**src/sfr_pkg.sv**
```systemverilog
// Shared types and constants for the serial poll frame responder.
// Depends on nothing; every other file but sfr_ram imports it.
package sfr_pkg;

   // Default size of the status table
   localparam int TABLE_BYTES_DEF = 18;

   // Table entries cleared when the poll counter wraps
   localparam int CLEAR_LO = 16;
   localparam int CLEAR_HI = 17;

   // Poll counter
   localparam int        POLL_BITS  = 7;
   localparam logic [6:0] POLL_LIMIT = 7'd100;

   // Keepalive markers
   localparam logic [7:0] KEEP_A = 8'h55;
   localparam logic [7:0] KEEP_B = 8'hAA;

   // Configuration reset values
   localparam logic [7:0] CATEGORY_RST = 8'd0;
   localparam logic [7:0] ACK_RST      = 8'd6;
   localparam logic [7:0] NACK_RST     = 8'd21;

   // Request operations
   localparam logic OP_FRAME = 1'b0;
   localparam logic OP_WRITE = 1'b1;

   // Configuration register indexes
   localparam int          CSR_IDX_BITS = 2;
   localparam logic [1:0] CSR_CATEGORY = 2'd0;
   localparam logic [1:0] CSR_ACK      = 2'd1;
   localparam logic [1:0] CSR_NACK     = 2'd2;

   typedef struct packed {
      logic       operation;
      logic [7:0] frame_byte0;
      logic [7:0] frame_byte1;
      logic [7:0] frame_byte2;
      logic [7:0] frame_byte3;
      logic [4:0] table_index;
      logic [7:0] table_value;
   } req_payload_type;

   typedef struct packed {
      logic [7:0] tx_byte;
      logic       last_byte;
   } rsp_payload_type;

   // Sequencer requests toward the table storage
   typedef struct packed {
      logic rd_en;       // read the table entry at rd_addr
      logic clear_tail;  // clear the two tail entries after the 100th poll
   } seq_ctrl_type;

   typedef enum logic [2:0] {
      SEQ_IDLE,
      SEQ_ACK,
      SEQ_TABLE,
      SEQ_CHECK,
      SEQ_REPLY
   } seq_state_type;

endpackage

```
**src/sfr_ram.sv**
```systemverilog
// Generic single-port-write, single-port-read RAM with registered read.
// Depends on nothing.
module sfr_ram #(
   parameter int WIDTH = 8,
   parameter int DEPTH = 18
) (
   input  logic                     clock,
   input  logic                     wr_en,
   input  logic [$clog2(DEPTH)-1:0] wr_addr,
   input  logic [WIDTH-1:0]         wr_data,
   input  logic                     rd_en,
   input  logic [$clog2(DEPTH)-1:0] rd_addr,
   output logic [WIDTH-1:0]         rd_data
);

   logic [WIDTH-1:0] mem_ff [DEPTH];
   logic [WIDTH-1:0] rd_data_ff;

   // Write port
   always_ff @(posedge clock) begin
      if (wr_en) begin
         mem_ff[wr_addr] <= wr_data;
      end
   end

   // Registered read port
   always_ff @(posedge clock) begin
      if (rd_en) begin
         rd_data_ff <= mem_ff[rd_addr];
      end
   end

   assign rd_data = rd_data_ff;

endmodule

```
**src/sfr_seq.sv**
```systemverilog
// Response sequencer: walks the table, accumulates the checksum in one shared
// adder and counts polls. Depends on sfr_pkg.
module sfr_seq
   import sfr_pkg::*;
#(
   parameter int TABLE_BYTES = TABLE_BYTES_DEF
) (
   input  logic                           clock,
   input  logic                           reset,
   input  logic                           start_poll,
   input  logic                           start_reply,
   input  logic [7:0]                     reply_byte,
   input  logic [7:0]                     ack_code,
   input  logic [7:0]                     table_byte,
   output logic                           busy,
   output seq_ctrl_type                   ctrl,
   output logic [$clog2(TABLE_BYTES)-1:0] rd_addr,
   output logic                           rsp_strobe,
   output rsp_payload_type                rsp_data
);

   localparam int AW = $clog2(TABLE_BYTES);
   localparam logic [AW-1:0] LAST_IDX = AW'(TABLE_BYTES - 1);

   seq_state_type         state_ff, state_in;
   logic [AW-1:0]         cnt_ff, cnt_in;
   logic [7:0]            sum_ff, sum_in;
   logic [7:0]            reply_ff, reply_in;
   logic [POLL_BITS-1:0]  poll_ff, poll_in;
   logic [POLL_BITS-1:0]  poll_inc;

   // State and counters
   always_ff @(posedge clock) begin
      if (reset) begin
         state_ff <= SEQ_IDLE;
         poll_ff  <= '0;
      end else begin
         state_ff <= state_in;
         poll_ff  <= poll_in;
      end
   end

   // Datapath registers
   always_ff @(posedge clock) begin
      cnt_ff   <= cnt_in;
      sum_ff   <= sum_in;
      reply_ff <= reply_in;
   end

   assign poll_inc = poll_ff + POLL_BITS'(1);

   // Next state and outputs
   always_comb begin
      state_in        = state_ff;
      cnt_in          = cnt_ff;
      sum_in          = sum_ff;
      reply_in        = reply_ff;
      poll_in         = poll_ff;
      ctrl.rd_en      = 1'b0;
      ctrl.clear_tail = 1'b0;
      rd_addr         = '0;
      rsp_strobe      = 1'b0;
      rsp_data        = '0;
      case (state_ff)
         SEQ_IDLE: begin
            if (start_poll) begin
               state_in = SEQ_ACK;
            end else if (start_reply) begin
               reply_in = reply_byte;
               state_in = SEQ_REPLY;
            end
         end
         SEQ_ACK: begin
            // Send ACK, seed the checksum, fetch entry 0
            rsp_strobe = 1'b1;
            rsp_data   = '{tx_byte: ack_code, last_byte: 1'b0};
            sum_in     = ack_code;
            cnt_in     = '0;
            ctrl.rd_en = 1'b1;
            state_in   = SEQ_TABLE;
         end
         SEQ_TABLE: begin
            // Send one entry, add it in, prefetch the next
            rsp_strobe = 1'b1;
            rsp_data   = '{tx_byte: table_byte, last_byte: 1'b0};
            sum_in     = sum_ff + table_byte;
            if (cnt_ff == LAST_IDX) begin
               state_in = SEQ_CHECK;
            end else begin
               cnt_in     = cnt_ff + AW'(1);
               rd_addr    = cnt_ff + AW'(1);
               ctrl.rd_en = 1'b1;
            end
         end
         SEQ_CHECK: begin
            // Send checksum, advance the poll counter
            rsp_strobe = 1'b1;
            rsp_data   = '{tx_byte: sum_ff, last_byte: 1'b1};
            if (poll_inc == POLL_LIMIT) begin
               poll_in         = '0;
               ctrl.clear_tail = 1'b1;
            end else begin
               poll_in = poll_inc;
            end
            state_in = SEQ_IDLE;
         end
         SEQ_REPLY: begin
            rsp_strobe = 1'b1;
            rsp_data   = '{tx_byte: reply_ff, last_byte: 1'b1};
            state_in   = SEQ_IDLE;
         end
         default: begin
            state_in = SEQ_IDLE;
         end
      endcase
   end

   assign busy = (state_ff != SEQ_IDLE);

   // The table walk always ends in the checksum byte
   a_walk_ends: assert property (@(posedge clock) disable iff (reset)
      (state_ff == SEQ_TABLE && cnt_ff == LAST_IDX) |=> (state_ff == SEQ_CHECK))
      else $error("table walk did not end in checksum");

   // The counter never holds the wrap value
   a_poll_range: assert property (@(posedge clock) disable iff (reset)
      ctrl.clear_tail |=> (poll_ff == '0))
      else $error("poll counter not cleared on wrap");

   // A poll start always begins with ACK
   a_poll_ack: assert property (@(posedge clock) disable iff (reset)
      (state_ff == SEQ_IDLE && start_poll) |=> (state_ff == SEQ_ACK))
      else $error("poll did not start with ACK");

endmodule

```
**src/serial_poll_frame_responder.sv**
```systemverilog
// Poll request: first byte in the cycle after the request is taken, then
// one byte per cycle (ACK, table, checksum).
// Keepalive or reject: one byte in the cycle after the request is taken.
// Table write: stored at the accepting edge, does not raise busy.
// Byte rate is set by the single table read port; the receiver cannot stall.
// Synchronous reset restores the configuration reset values and clears the table valid bits and poll counter.
module serial_poll_frame_responder
   import sfr_pkg::*;
#(
   parameter int TABLE_BYTES = TABLE_BYTES_DEF
) (
   input  logic                    clock,
   input  logic                    reset,
   input  logic                    start,
   output logic                    busy,
   input  req_payload_type         req_data,
   output logic                    rsp_strobe,
   output rsp_payload_type         rsp_data,
   input  logic                    csr_valid,
   output logic                    csr_ready,
   input  logic [CSR_IDX_BITS-1:0] csr_index,
   input  logic [7:0]              csr_wdata
);

   localparam int AW     = $clog2(TABLE_BYTES);
   localparam int LO_IDX = CLEAR_LO % TABLE_BYTES;
   localparam int HI_IDX = CLEAR_HI % TABLE_BYTES;
   localparam bit HAS_LO = (TABLE_BYTES > CLEAR_LO);
   localparam bit HAS_HI = (TABLE_BYTES > CLEAR_HI);

   logic [7:0]             category_ff, ack_ff, nack_ff;
   logic [TABLE_BYTES-1:0] valid_ff, valid_in;
   logic                   rd_valid_ff;
   logic                   accept;
   logic                   wr_en;
   logic [AW-1:0]          wr_addr;
   logic [7:0]             check;
   logic                   is_poll, is_keep;
   logic                   start_poll, start_reply;
   logic [7:0]             reply_byte;
   logic [7:0]             rd_data;
   logic [7:0]             table_byte;
   logic [AW-1:0]          rd_addr;
   seq_ctrl_type           ctrl;

   assign accept    = start && !busy;
   assign csr_ready = 1'b1;

   // Configuration registers
   always_ff @(posedge clock) begin
      if (reset) begin
         category_ff <= CATEGORY_RST;
         ack_ff      <= ACK_RST;
         nack_ff     <= NACK_RST;
      end else if (csr_valid && csr_ready) begin
         case (csr_index)
            CSR_CATEGORY: category_ff <= csr_wdata;
            CSR_ACK:      ack_ff      <= csr_wdata;
            CSR_NACK:     nack_ff     <= csr_wdata;
            default:      ;
         endcase
      end
   end

   // Classify the frame
   assign check   = req_data.frame_byte0 + req_data.frame_byte1 + req_data.frame_byte2;
   assign is_poll = (req_data.frame_byte1 == category_ff) && (req_data.frame_byte3 == check);
   assign is_keep = ((req_data.frame_byte1 == KEEP_A) && (req_data.frame_byte3 == KEEP_B))
                 || ((req_data.frame_byte1 == KEEP_B) && (req_data.frame_byte3 == KEEP_A));

   assign start_poll  = accept && (req_data.operation == OP_FRAME) && is_poll;
   assign start_reply = accept && (req_data.operation == OP_FRAME) && !is_poll;
   assign reply_byte  = is_keep ? ack_ff : nack_ff;

   // Table write
   assign wr_en   = accept && (req_data.operation == OP_WRITE)
                 && (int'(req_data.table_index) < TABLE_BYTES);
   assign wr_addr = AW'(req_data.table_index);

   // Entry valid bits: set on write, cleared by reset; the two tail entries also on counter wrap
   always_comb begin
      valid_in = valid_ff;
      if (wr_en) begin
         valid_in[wr_addr] = 1'b1;
      end
      if (ctrl.clear_tail && HAS_LO) begin
         valid_in[LO_IDX] = 1'b0;
      end
      if (ctrl.clear_tail && HAS_HI) begin
         valid_in[HI_IDX] = 1'b0;
      end
   end

   always_ff @(posedge clock) begin
      if (reset) begin
         valid_ff <= '0;
      end else begin
         valid_ff <= valid_in;
      end
   end

   // Track validity of the entry being read
   always_ff @(posedge clock) begin
      if (ctrl.rd_en) begin
         rd_valid_ff <= valid_ff[rd_addr];
      end
   end

   assign table_byte = rd_valid_ff ? rd_data : 8'd0;

   sfr_ram #(
      .WIDTH (8),
      .DEPTH (TABLE_BYTES)
   ) u_table (
      .clock   (clock),
      .wr_en   (wr_en),
      .wr_addr (wr_addr),
      .wr_data (req_data.table_value),
      .rd_en   (ctrl.rd_en),
      .rd_addr (rd_addr),
      .rd_data (rd_data)
   );

   sfr_seq #(
      .TABLE_BYTES (TABLE_BYTES)
   ) u_seq (
      .clock       (clock),
      .reset       (reset),
      .start_poll  (start_poll),
      .start_reply (start_reply),
      .reply_byte  (reply_byte),
      .ack_code    (ack_ff),
      .table_byte  (table_byte),
      .busy        (busy),
      .ctrl        (ctrl),
      .rd_addr     (rd_addr),
      .rsp_strobe  (rsp_strobe),
      .rsp_data    (rsp_data)
   );

   // Results only come out while a transaction is in progress
   a_strobe_busy: assert property (@(posedge clock) disable iff (reset)
      rsp_strobe |-> busy)
      else $error("result outside a transaction");

   // The final byte closes the transaction
   a_last_idle: assert property (@(posedge clock) disable iff (reset)
      (rsp_strobe && rsp_data.last_byte) |=> !busy)
      else $error("busy after final byte");

   // A table write produces no result
   a_write_silent: assert property (@(posedge clock) disable iff (reset)
      (accept && req_data.operation == OP_WRITE) |=> !rsp_strobe)
      else $error("result after table write");

endmodule

```
**config.mk**
```make
export PLATFORM = sky130hd
export DESIGN_NAME = serial_poll_frame_responder
export DESIGN_NICKNAME = d
export VERILOG_FILES = /design/src/sfr_pkg.sv /design/src/sfr_ram.sv /design/src/sfr_seq.sv /design/src/serial_poll_frame_responder.sv
export SDC_FILE = /design/constraint.sdc
export NUM_CORES = 1
export LEC_CHECK = 0
export ABC_AREA = 1
export BUFFER_PORTS_ARGS = -buffer_cell sky130_fd_sc_hd__buf_2
export CORE_UTILIZATION = 50
export CTS_CLUSTER_DIAMETER = 40
export DETAILED_ROUTE_END_ITERATION = 8
export GPL_ROUTABILITY_DRIVEN = 0
export PLACE_DENSITY_LB_ADDON = 0.05
export RECOVER_POWER = 100
export SLEW_MARGIN = 20
export SYNTH_ARGS = -nofsm -noshare
export SYNTH_HDL_FRONTEND = slang
export SYNTH_HIERARCHICAL = 1
export SYNTH_SLANG_ARGS = --single-unit
```
**constraint.sdc**
```tcl
create_clock -name clock -period 3.7 [get_ports clock]
set_input_delay 0.74 -clock clock [delete_from_list [all_inputs] [get_ports clock]]
set_output_delay 0.74 -clock clock [all_outputs]
set_load 0.05 [all_outputs]
```
==> flow_metrics.py, run 1 <==
metrics = {
    "clock_network": {
        "clk_latency_ns": 0.56,
        "postCtsSetupBuffers": 0,
        "numCtsBuffers": 31,
        "root_buffer": "clkbuf_16",
        "cts_tree": "done",
        "clk_pin_slew_ns": 0.06,
        "cts_resized": 0,
        "htreeDepth": 1,
        "numClockSinks": 226,
        "hold_buffers": 0,
        "clockBufferDepth": 3,
    },
    "synth": {
        "synth_cell_types": 42,
        "synthesis.nets": 1395,
        "syn-cell-area_um2": 11400,
        "ys_seq_area_share_pct": 54.9,
        "syn_avg_cell_area_um2": 8.72,
        "yosysWarnings": 6,
        "syn_inst": 1310,
        "ys_seq_elements": 226,
    },
    "worst_setup_path": {
        "crit_type": "flip-flop to primary output",
        "critical_path_peak_fanout": 18,
        "startpoint_type": "flip-flop",
        "critPathRequiredTime_ns": 2.96,
        "cp.arrival_ns": 2.58,
        "r2r_start": "u_seq/cnt_ff[0]",
        "crit_path_end_kind": "primary output",
        "startpoint": "u_seq/state_ff[1]",
    },
    "route": {
        "via_per_inst": 5.08,
        "wl_per_cell_um": 15.6,
        "drc_errors": 0,
        "first_pass_iters": 6,
        "vias": 8573,
        "drtIter0Drc": 518,
        "drtAntennaViolNets": 0,
        "totalWireLength_um": 26300,
    },
    "timing": {
        "fmax_mhz": 301,
        "holdWs_ns": 0.438,
        "post-route-period-util_pct": 89.7,
        "rsz0062_at_grt": "no",
        "worstMarginPinSlew_ns": 1.12,
        "finalSetupViolations": 0,
        "fin_crit_ns": 3.32,
        "max_slew_margin_pct": 25.7,
        "hold_viol": 0,
        "slew_viol_final": 0,
        "fin_tns_setup_ns": 0,
        "skew_ns": 0.0134,
    },
    "cells_and_area": {
        "syn2layout_area_growth_pct": 12.6,
        "design_area_um2": 12900,
        "drive_gt1_share_pct": 9.38,
        "diodes": 0,
        "final_nets": 1467,
        "layout_commonest_cell": "nand2_1",
        "layout_common_cells": "nand2_1, inv_1, edfxtp_1",
    },
    "run": {
        "max_cap_viol_count": 0,
    },
    "grt": {
        "grt_pass1_wl_um": 42200,
        "grt_pass1_vias": 8125,
        "grtUsageTotal_pct": 22.9,
        "grt_max_degree": 73,
        "antenna_found_initial": 2,
        "grt_overflow": 0,
    },
    "floorplan": {
        "design.core.area_um2": 22100,
        "rows": 54,
        "dieArea_um2": 23500,
        "top_level_ports": 72,
        "initial_core_util_pct": 51.7,
        "die_w_um": 153,
        "die_h_um": 153,
    },
    "pwr": {
        "powerDensity_nw_per_um2": 476,
        "total_power_mw": 6.12,
        "power.leakage_nw": 5.68,
        "ir_drop_mv": 0.388,
    },
    "min_path": {
        "min-delay-start": "csr_wdata[2]",
        "worstHoldPathType": "input port to flip-flop",
    },
    "placed_design": {
        "numPortBuffers": 70,
        "place_hpwl_um": 17800,
        "postPlaceCellArea_um2": 11900,
    },
    "status": {
        "run_status": "finished, final reports clean",
    },
}
## worst max-delay path, cell delays in order, from the launching register on
cell      delay [ns]
dfxtp_1         0.38
inv_1           0.08
nor3_1          0.23
buf_4           0.29
inv_2           0.18
nand2_1         0.38
inv_1           0.12
nand3_1         0.08
clkbuf_2        0.28
## report_power, final
part / internal [mW] / switching, mW
Combinational: 0.127 / 0.253
Sequential: 2.75 / 0.0129
Clock: 1.88 / 1.09
Total: 4.76 / 1.36
## final cells by class
type / count / area (um2)
clock buffer: 39 / 836
clock inverter: 19 / 224
fill: 2021 / 9230
inverter: 221 / 835
multi-input combinational: 823 / 3970
sequential: 226 / 6270
tap: 280 / 350
timing repair buffer: 79 / 384
## synthesized netlist by cell type, drive strengths merged
master	instances	share of area, %
a21o	1	0.066
a21oi	41	1.8
a31oi	1	0.055
and2	1	0.055
and3	1	0.055
buf	35	2.3
clkbuf	5	0.16
conb	1	0.033
dfxtp	52	9.1
edfxtp	174	46
fa	9	1.6
ha	16	1.8
inv	221	7.4
mux2	8	0.79
mux2i	1	0.088
nand2	377	13
nand3	153	6.7
nand3b	4	0.26
nand4	19	1.0
nor2	111	3.8
nor3	14	1.1
nor3b	1	0.066
o2111ai	2	0.15
o21ai	44	1.9
o21bai	2	0.13
o22ai	1	0.055
o31ai	1	0.066
or2	1	0.055
xnor2	7	0.54
xor2	6	0.46
## logic make-up (layout without fill, tap and decap cells)
logic type	count (synthesis)	in the layout	synth area share [%]
simple gates	682	682	25.8
other cells	1	1	0.0328
flops	226	226	54.9
compound gates	93	93	4.25
xor+xnor	13	13	0.997
buf+inv	261	358	9.84
fa+ha+maj	25	25	3.33
mux	9	9	0.876
## through the flow
stage	worst slack [ns]	utilization (%)	std cells
2_1_floorplan	0.538	-	1310
3_3_place_gp	0.193	53.9	1629
3_5_place_dp	0.128	53.9	1629
4_1_cts	0.469	58.7	1687
5_1_grt	0.192	58.2	1687
6_report	0.381	58.2	1687
## layer usage
layer  vias up  part of all wire, %  global-route usage [%]
met2       253                   46                    38.2
met5         -                0.072                       0
met3        54                  6.1                    3.49
met1      3887                   44                    30.6
li1       4375                    -                       -
met4         4                  2.9                    7.36
## final timing paths
| kind | end | slack, ns | depth (start not counted) |
|---|---|---|---|
| worst min-delay path | nack_ff[2] | 0.44 | 3 |
| worst max register to register | u_table/rd_data[7] | 0.67 | 13 |
| worst min register to register | valid_ff[14] | 0.46 | 2 |
| worst max-delay path | rsp_strobe | 0.38 | 8 |
## registers in the layout (all words and copies together) (netlist names), 3 cells and up
register and count:
u_seq/cnt_ff 5, nack_ff 8, ack_ff 8, u_seq/sum_ff 8, u_table/mem_ff 144, u_table/rd_data 8, category_ff 8, u_seq/state_ff 3
u_seq/poll_ff 7, u_seq/reply_ff 8, valid_ff 18
No activity file was read; power rests on OpenSTA's default activity.
==> run 2, diff against run 1 <==
- CORE_ASPECT_RATIO: not set -> 0.8
==> flow_metrics.py, run 2 (synthesis gave the netlist of run 1 again) <==
metrics = {
    "worst_setup_path": {
        "critical-path-top-delay-family": "buffers and inverters",
        "path_cells": "nor3_4 > inv_1 > nand2_1 > inv_1 > nand3_1 > clkbuf_2",
        "crit_path_frequent_cell": "inv_1",
        "slowest_stage": "dfxtp_1",
        "critical_path_peak_fanout": 18,
        "cp.arrival_ns": 2.52,
        "critPathRequiredTime_ns": 2.96,
        "crit_path_end_kind": "primary output",
        "crit_type": "flip-flop to primary output",
        "startpoint_type": "flip-flop",
        "max_stage_delay_ns": 0.47,
        "critPathBufInv": 3,
    },
    "timing": {
        "skew_ns": 0.0192,
        "rsz0062_at_grt": "no",
        "worstMarginPinSlew_ns": 1.28,
        "fmax_mhz": 306,
        "setup_ws_ns": 0.437,
        "fin_tns_setup_ns": 0,
        "finalSetupViolations": 0,
        "post-route-period-util_pct": 88.2,
        "fin_crit_ns": 3.26,
        "max_slew_margin_pct": 14.5,
        "hold_viol": 0,
        "slew_viol_final": 0,
    },
    "clock_network": {
        "clockBufferDepth": 3,
        "root_buffer": "clkbuf_16",
        "htreeDepth": 1,
        "hold_buffers": 0,
        "clk_pin_slew_ns": 0.06,
        "numClockSinks": 226,
        "numCtsBuffers": 30,
        "cts_resized": 0,
        "clk_latency_ns": 0.55,
        "cts_tree": "done",
        "postCtsSetupBuffers": 0,
    },
    "route": {
        "totalWireLength_um": 27700,
        "drtAntennaViolNets": 0,
        "via_per_inst": 5.05,
        "drtIter0Drc": 669,
        "vias": 8659,
        "drc_errors": 0,
        "wl_per_cell_um": 16.2,
        "first_pass_iters": 5,
    },
    "floorplan": {
        "die_h_um": 137,
        "design.core.area_um2": 22400,
        "top_level_ports": 72,
        "dieArea_um2": 23500,
        "die_w_um": 171,
        "initial_core_util_pct": 50.9,
        "rows": 49,
    },
    "cells_and_area": {
        "largest_register_ffs": 144,
        "diodes": 0,
        "fillers": 2055,
        "layout_common_cells": "nand2_1, inv_1, edfxtp_1",
        "final_nets": 1469,
        "layout_commonest_cell": "nand2_1",
        "top_regs": "u_table/mem_ff: 144 flops, valid_ff: 18 flops",
        "design_area_um2": 13000,
        "top_register": "u_table/mem_ff",
        "drive_gt1_share_pct": 9.52,
        "syn2layout_area_growth_pct": 13.4,
    },
    "placed_design": {
        "numPortBuffers": 70,
        "place_hpwl_um": 18400,
        "postPlaceCellArea_um2": 12000,
        "place_ws_ns": 0.179,
    },
    "pwr": {
        "powerDensity_nw_per_um2": 479,
        "ir_drop_mv": 0.382,
        "power.leakage_nw": 5.68,
        "total_power_mw": 6.20,
    },
    "grt": {
        "grt_pass1_vias": 7815,
        "grt_pass1_wl_um": 43000,
        "grtUsageTotal_pct": 24.0,
        "grt_overflow": 0,
        "antenna_found_initial": 0,
        "grt_max_degree": 73,
    },
    "status": {
        "run_status": "finished, final reports clean",
    },
    "run": {
        "max_cap_viol_count": 0,
    },
    "min_path": {
        "worstHoldPathType": "flip-flop to flip-flop",
    },
}
-- run 2: stage by stage --
stage	utilization [%]	std cells	hold WS (ns)
3_5_place_dp	53.4	1658	0.441
3_3_place_gp	53.4	1658	0.434
2_1_floorplan	-	1310	0.426
5_1_grt	57.7	1714	0.459
4_1_cts	58.2	1714	0.435
6_report	57.7	1714	0.447
-- run 2: area by class of cell --
type	count	area, um2	area share [%]
Tap cell	306	383	2.96
Sequential cell	226	6270	48.4
Timing Repair Buffer	82	403	3.11
Clock inverter	23	308	2.38
Multi-Input combinational cell	823	3990	30.8
Inverter	221	840	6.48
Clock buffer	33	762	5.88
-- run 2: worst paths after layout --
kind	from	to	slack, ns	cells past startpoint
max reg2reg	u_seq/cnt_ff[0]	rd_valid_ff	0.65	13
max	u_seq/state_ff[2]	rsp_strobe	0.44	6
min reg2reg	valid_ff[14]	valid_ff[14]	0.45	2
min	valid_ff[14]	valid_ff[14]	0.45	2
-- run 2: power breakdown --
part           internal [mW]  switching, mW  total (mW)  leakage, nW
clock network           1.87           1.17        3.05        0.516
registers               2.75         0.0147        2.77         1.99
logic                  0.128          0.261       0.389         3.17
-- run 2: worst reg2reg max path, delay by kind of cell (launching register included) --
family / cells / cell delay, ns
flip-flops: 1 / 0.49
AO/OA/AOI/OAI: 2 / 0.29
AND/OR/NAND/NOR: 8 / 0.89
adder cells (fa/ha/maj): 1 / 0.25
buffers and inverters: 2 / 1.00
-- run 2: metal layers --
metal	vias to the layer above	share of wire, %	GRT usage, %
met5	-	0	0
met4	0	1.2	4.46
met3	30	6.1	3.45
met2	220	43	35.5
met1	4034	50	37.5
li1	4375	-	-
==> run 3, diff against run 2 <==
- CORE_MARGIN: not set -> 5
- MAX_ROUTING_LAYER: not set -> met4
- clock period: 3.7 -> 3 ns (I/O delays scaled with it)
==> flow_metrics.py, run 3 (synthesis gave the netlist of run 1 again) <==
metrics = {
    "status": {
        "run_status": "finished, final reports clean",
    },
    "timing": {
        "fmax_mhz": 352,
        "finalSetupViolations": 0,
        "fin_tns_setup_ns": 0,
        "max_slew_margin_pct": 18.3,
        "slew_viol_final": 0,
        "worstMarginPinSlew_ns": 1.23,
        "setup_ws_ns": 0.158,
        "fin_crit_ns": 2.84,
        "post-route-period-util_pct": 94.7,
        "hold_viol": 0,
        "rsz0062_at_grt": "no",
        "skew_ns": 0.0178,
    },
    "route": {
        "first_pass_iters": 5,
        "drc_errors": 0,
        "vias": 8740,
        "totalWireLength_um": 27700,
        "via_per_inst": 5.01,
        "drtAntennaViolNets": 0,
        "wl_per_cell_um": 15.9,
        "drtIter0Drc": 646,
    },
    "worst_setup_path": {
        "r2r_start": "u_seq/state_ff[0]",
        "regToRegSetupSlack_ns": 0.25,
        "crit_type": "flip-flop to primary output",
        "critical_path_peak_fanout": 18,
        "slowest_stage": "dfxtp_1",
        "critPathRequiredTime_ns": 2.40,
        "path_cells": "inv_1 > nor3_4 > buf_4 > inv_2 > nand2_1 > buf_4 > inv_1 > nand3_1 > clkbuf_4",
        "crit_path_end_kind": "primary output",
        "r2r_cells": 10,
        "startpoint_type": "flip-flop",
        "cp.arrival_ns": 2.24,
        "max_stage_delay_ns": 0.35,
        "r2r_end": "u_table/mem_ff[15][4]",
    },
    "clock_network": {
        "clk_latency_ns": 0.55,
        "postCtsSetupBuffers": 0,
        "clockBufferDepth": 3,
        "htreeDepth": 1,
        "clk_pin_slew_ns": 0.06,
        "root_buffer": "clkbuf_16",
        "numClockSinks": 226,
        "numCtsBuffers": 30,
        "cts_tree": "done",
    },
    "cells_and_area": {
        "fillers": 2054,
        "seqCellArea_um2": 6270,
        "final_nets": 1499,
        "layout_common_cells": "nand2_1, inv_1, edfxtp_1",
        "largest_register_ffs": 144,
        "top_regs": "u_table/mem_ff: 144 flops, valid_ff: 18 flops",
        "utilization_pct": 58.2,
        "syn2layout_area_growth_pct": 14.7,
        "top_register": "u_table/mem_ff",
        "diodes": 0,
        "layout_commonest_cell": "nand2_1",
        "drive_gt1_share_pct": 10.8,
        "multi_input_area_um2": 3970,
    },
    "run": {
        "max_cap_viol_count": 0,
    },
    "pwr": {
        "powerDensity_nw_per_um2": 568,
        "total_power_mw": 7.45,
        "power.leakage_nw": 5.78,
        "ir_drop_mv": 0.626,
    },
    "floorplan": {
        "design.core.area_um2": 22500,
        "dieArea_um2": 26000,
        "die_w_um": 179,
        "rows": 49,
        "initial_core_util_pct": 50.8,
        "top_level_ports": 72,
        "die_h_um": 145,
    },
    "grt": {
        "grt_pass1_wl_um": 44100,
        "antenna_found_initial": 0,
        "grtUsageTotal_pct": 21.8,
        "grt_overflow": 0,
        "grt_pass1_vias": 8240,
        "grt_max_degree": 73,
    },
    "placed_design": {
        "place_hpwl_um": 18700,
        "numPortBuffers": 70,
        "place_ws_ns": -0.271,
    },
    "min_path": {
        "whs_endpoint": "ack_ff[1]",
        "whs_path_depth": 3,
        "worstHoldPathType": "input port to flip-flop",
        "min-delay-start": "csr_wdata[1]",
    },
}
## run 3: changes by cell type in the layout (fill, tap and decap cells not counted), sizes merged
| cell | before | now |
|---|---|---|
| buf | 54 | 67 |
| clkbuf | 61 | 83 |
| clkinv | 9 | 7 |
| inv | 228 | 229 |
| bufinv | 5 | 0 |
| clkinvlp | 2 | 3 |
## run 3: where the power goes
group | leakage (nW) | switching, mW | internal (mW)
Sequential | 1.99 | 0.0183 | 3.39
Combinational | 3.30 | 0.323 | 0.174
Clock | 0.498 | 1.43 | 2.11
## run 3: final cells by class
cell class / instances / share of cell area, %
Clock inverter: 18 / 1.15
Clock buffer: 38 / 6.68
Timing Repair Buffer: 112 / 4.73
Inverter: 221 / 6.37
Multi-Input combinational cell: 823 / 30.3
Tap cell: 306 / 2.92
Sequential cell: 226 / 47.8
## run 3: metal layers
metal	vias to the layer above	part of all wire, %	track usage [%]
met5	-	0	-
met4	0	1.4	3.53
met3	33	6.0	2.89
met2	233	42	30.1
met1	4040	51	34.9
li1	4434	-	-
## run 3: how the worst max path moves through the flow
stage,from,end,slack [ns],cells past startpoint
final,u_seq/state_ff[1],rsp_strobe,0.16,9
after global routing,u_seq/state_ff[1],rsp_strobe,0.01,9
after CTS,u_seq/state_ff[2],rsp_strobe,0.08,8
after detailed placement,req_data[30],u_seq/reply_ff[7],-0.27,17
after global placement,req_data[22],u_seq/reply_ff[6],-0.25,17
after floorplan,req_data[22],u_seq/reply_ff[0],0.02,16
## run 3: repair_timing
action | CTS | global route
endpoints found under the hold margin | 0 | 0
hold buffers | 0 | 0
setup endpoints to repair | 0 | 1
gates resized for setup | 0 | 1
## run 3: critical path: cells and delay by family, from the launching register on
family	cells	cell delay, ns
AND/OR/NAND/NOR	3	0.31
flip-flops	1	0.35
buffers and inverters	6	1.02
## run 3: stage by stage
step | instance area (um2) | cells | hold WS [ns]
2_1_floorplan | 11400 | 1310 | 0.426
3_3_place_gp | 12200 | 1688 | 0.437
3_5_place_dp | 12200 | 1688 | 0.438
4_1_cts | 13300 | 1744 | 0.296
5_1_grt | 13100 | 1744 | 0.314
6_report | 13100 | 1744 | 0.310
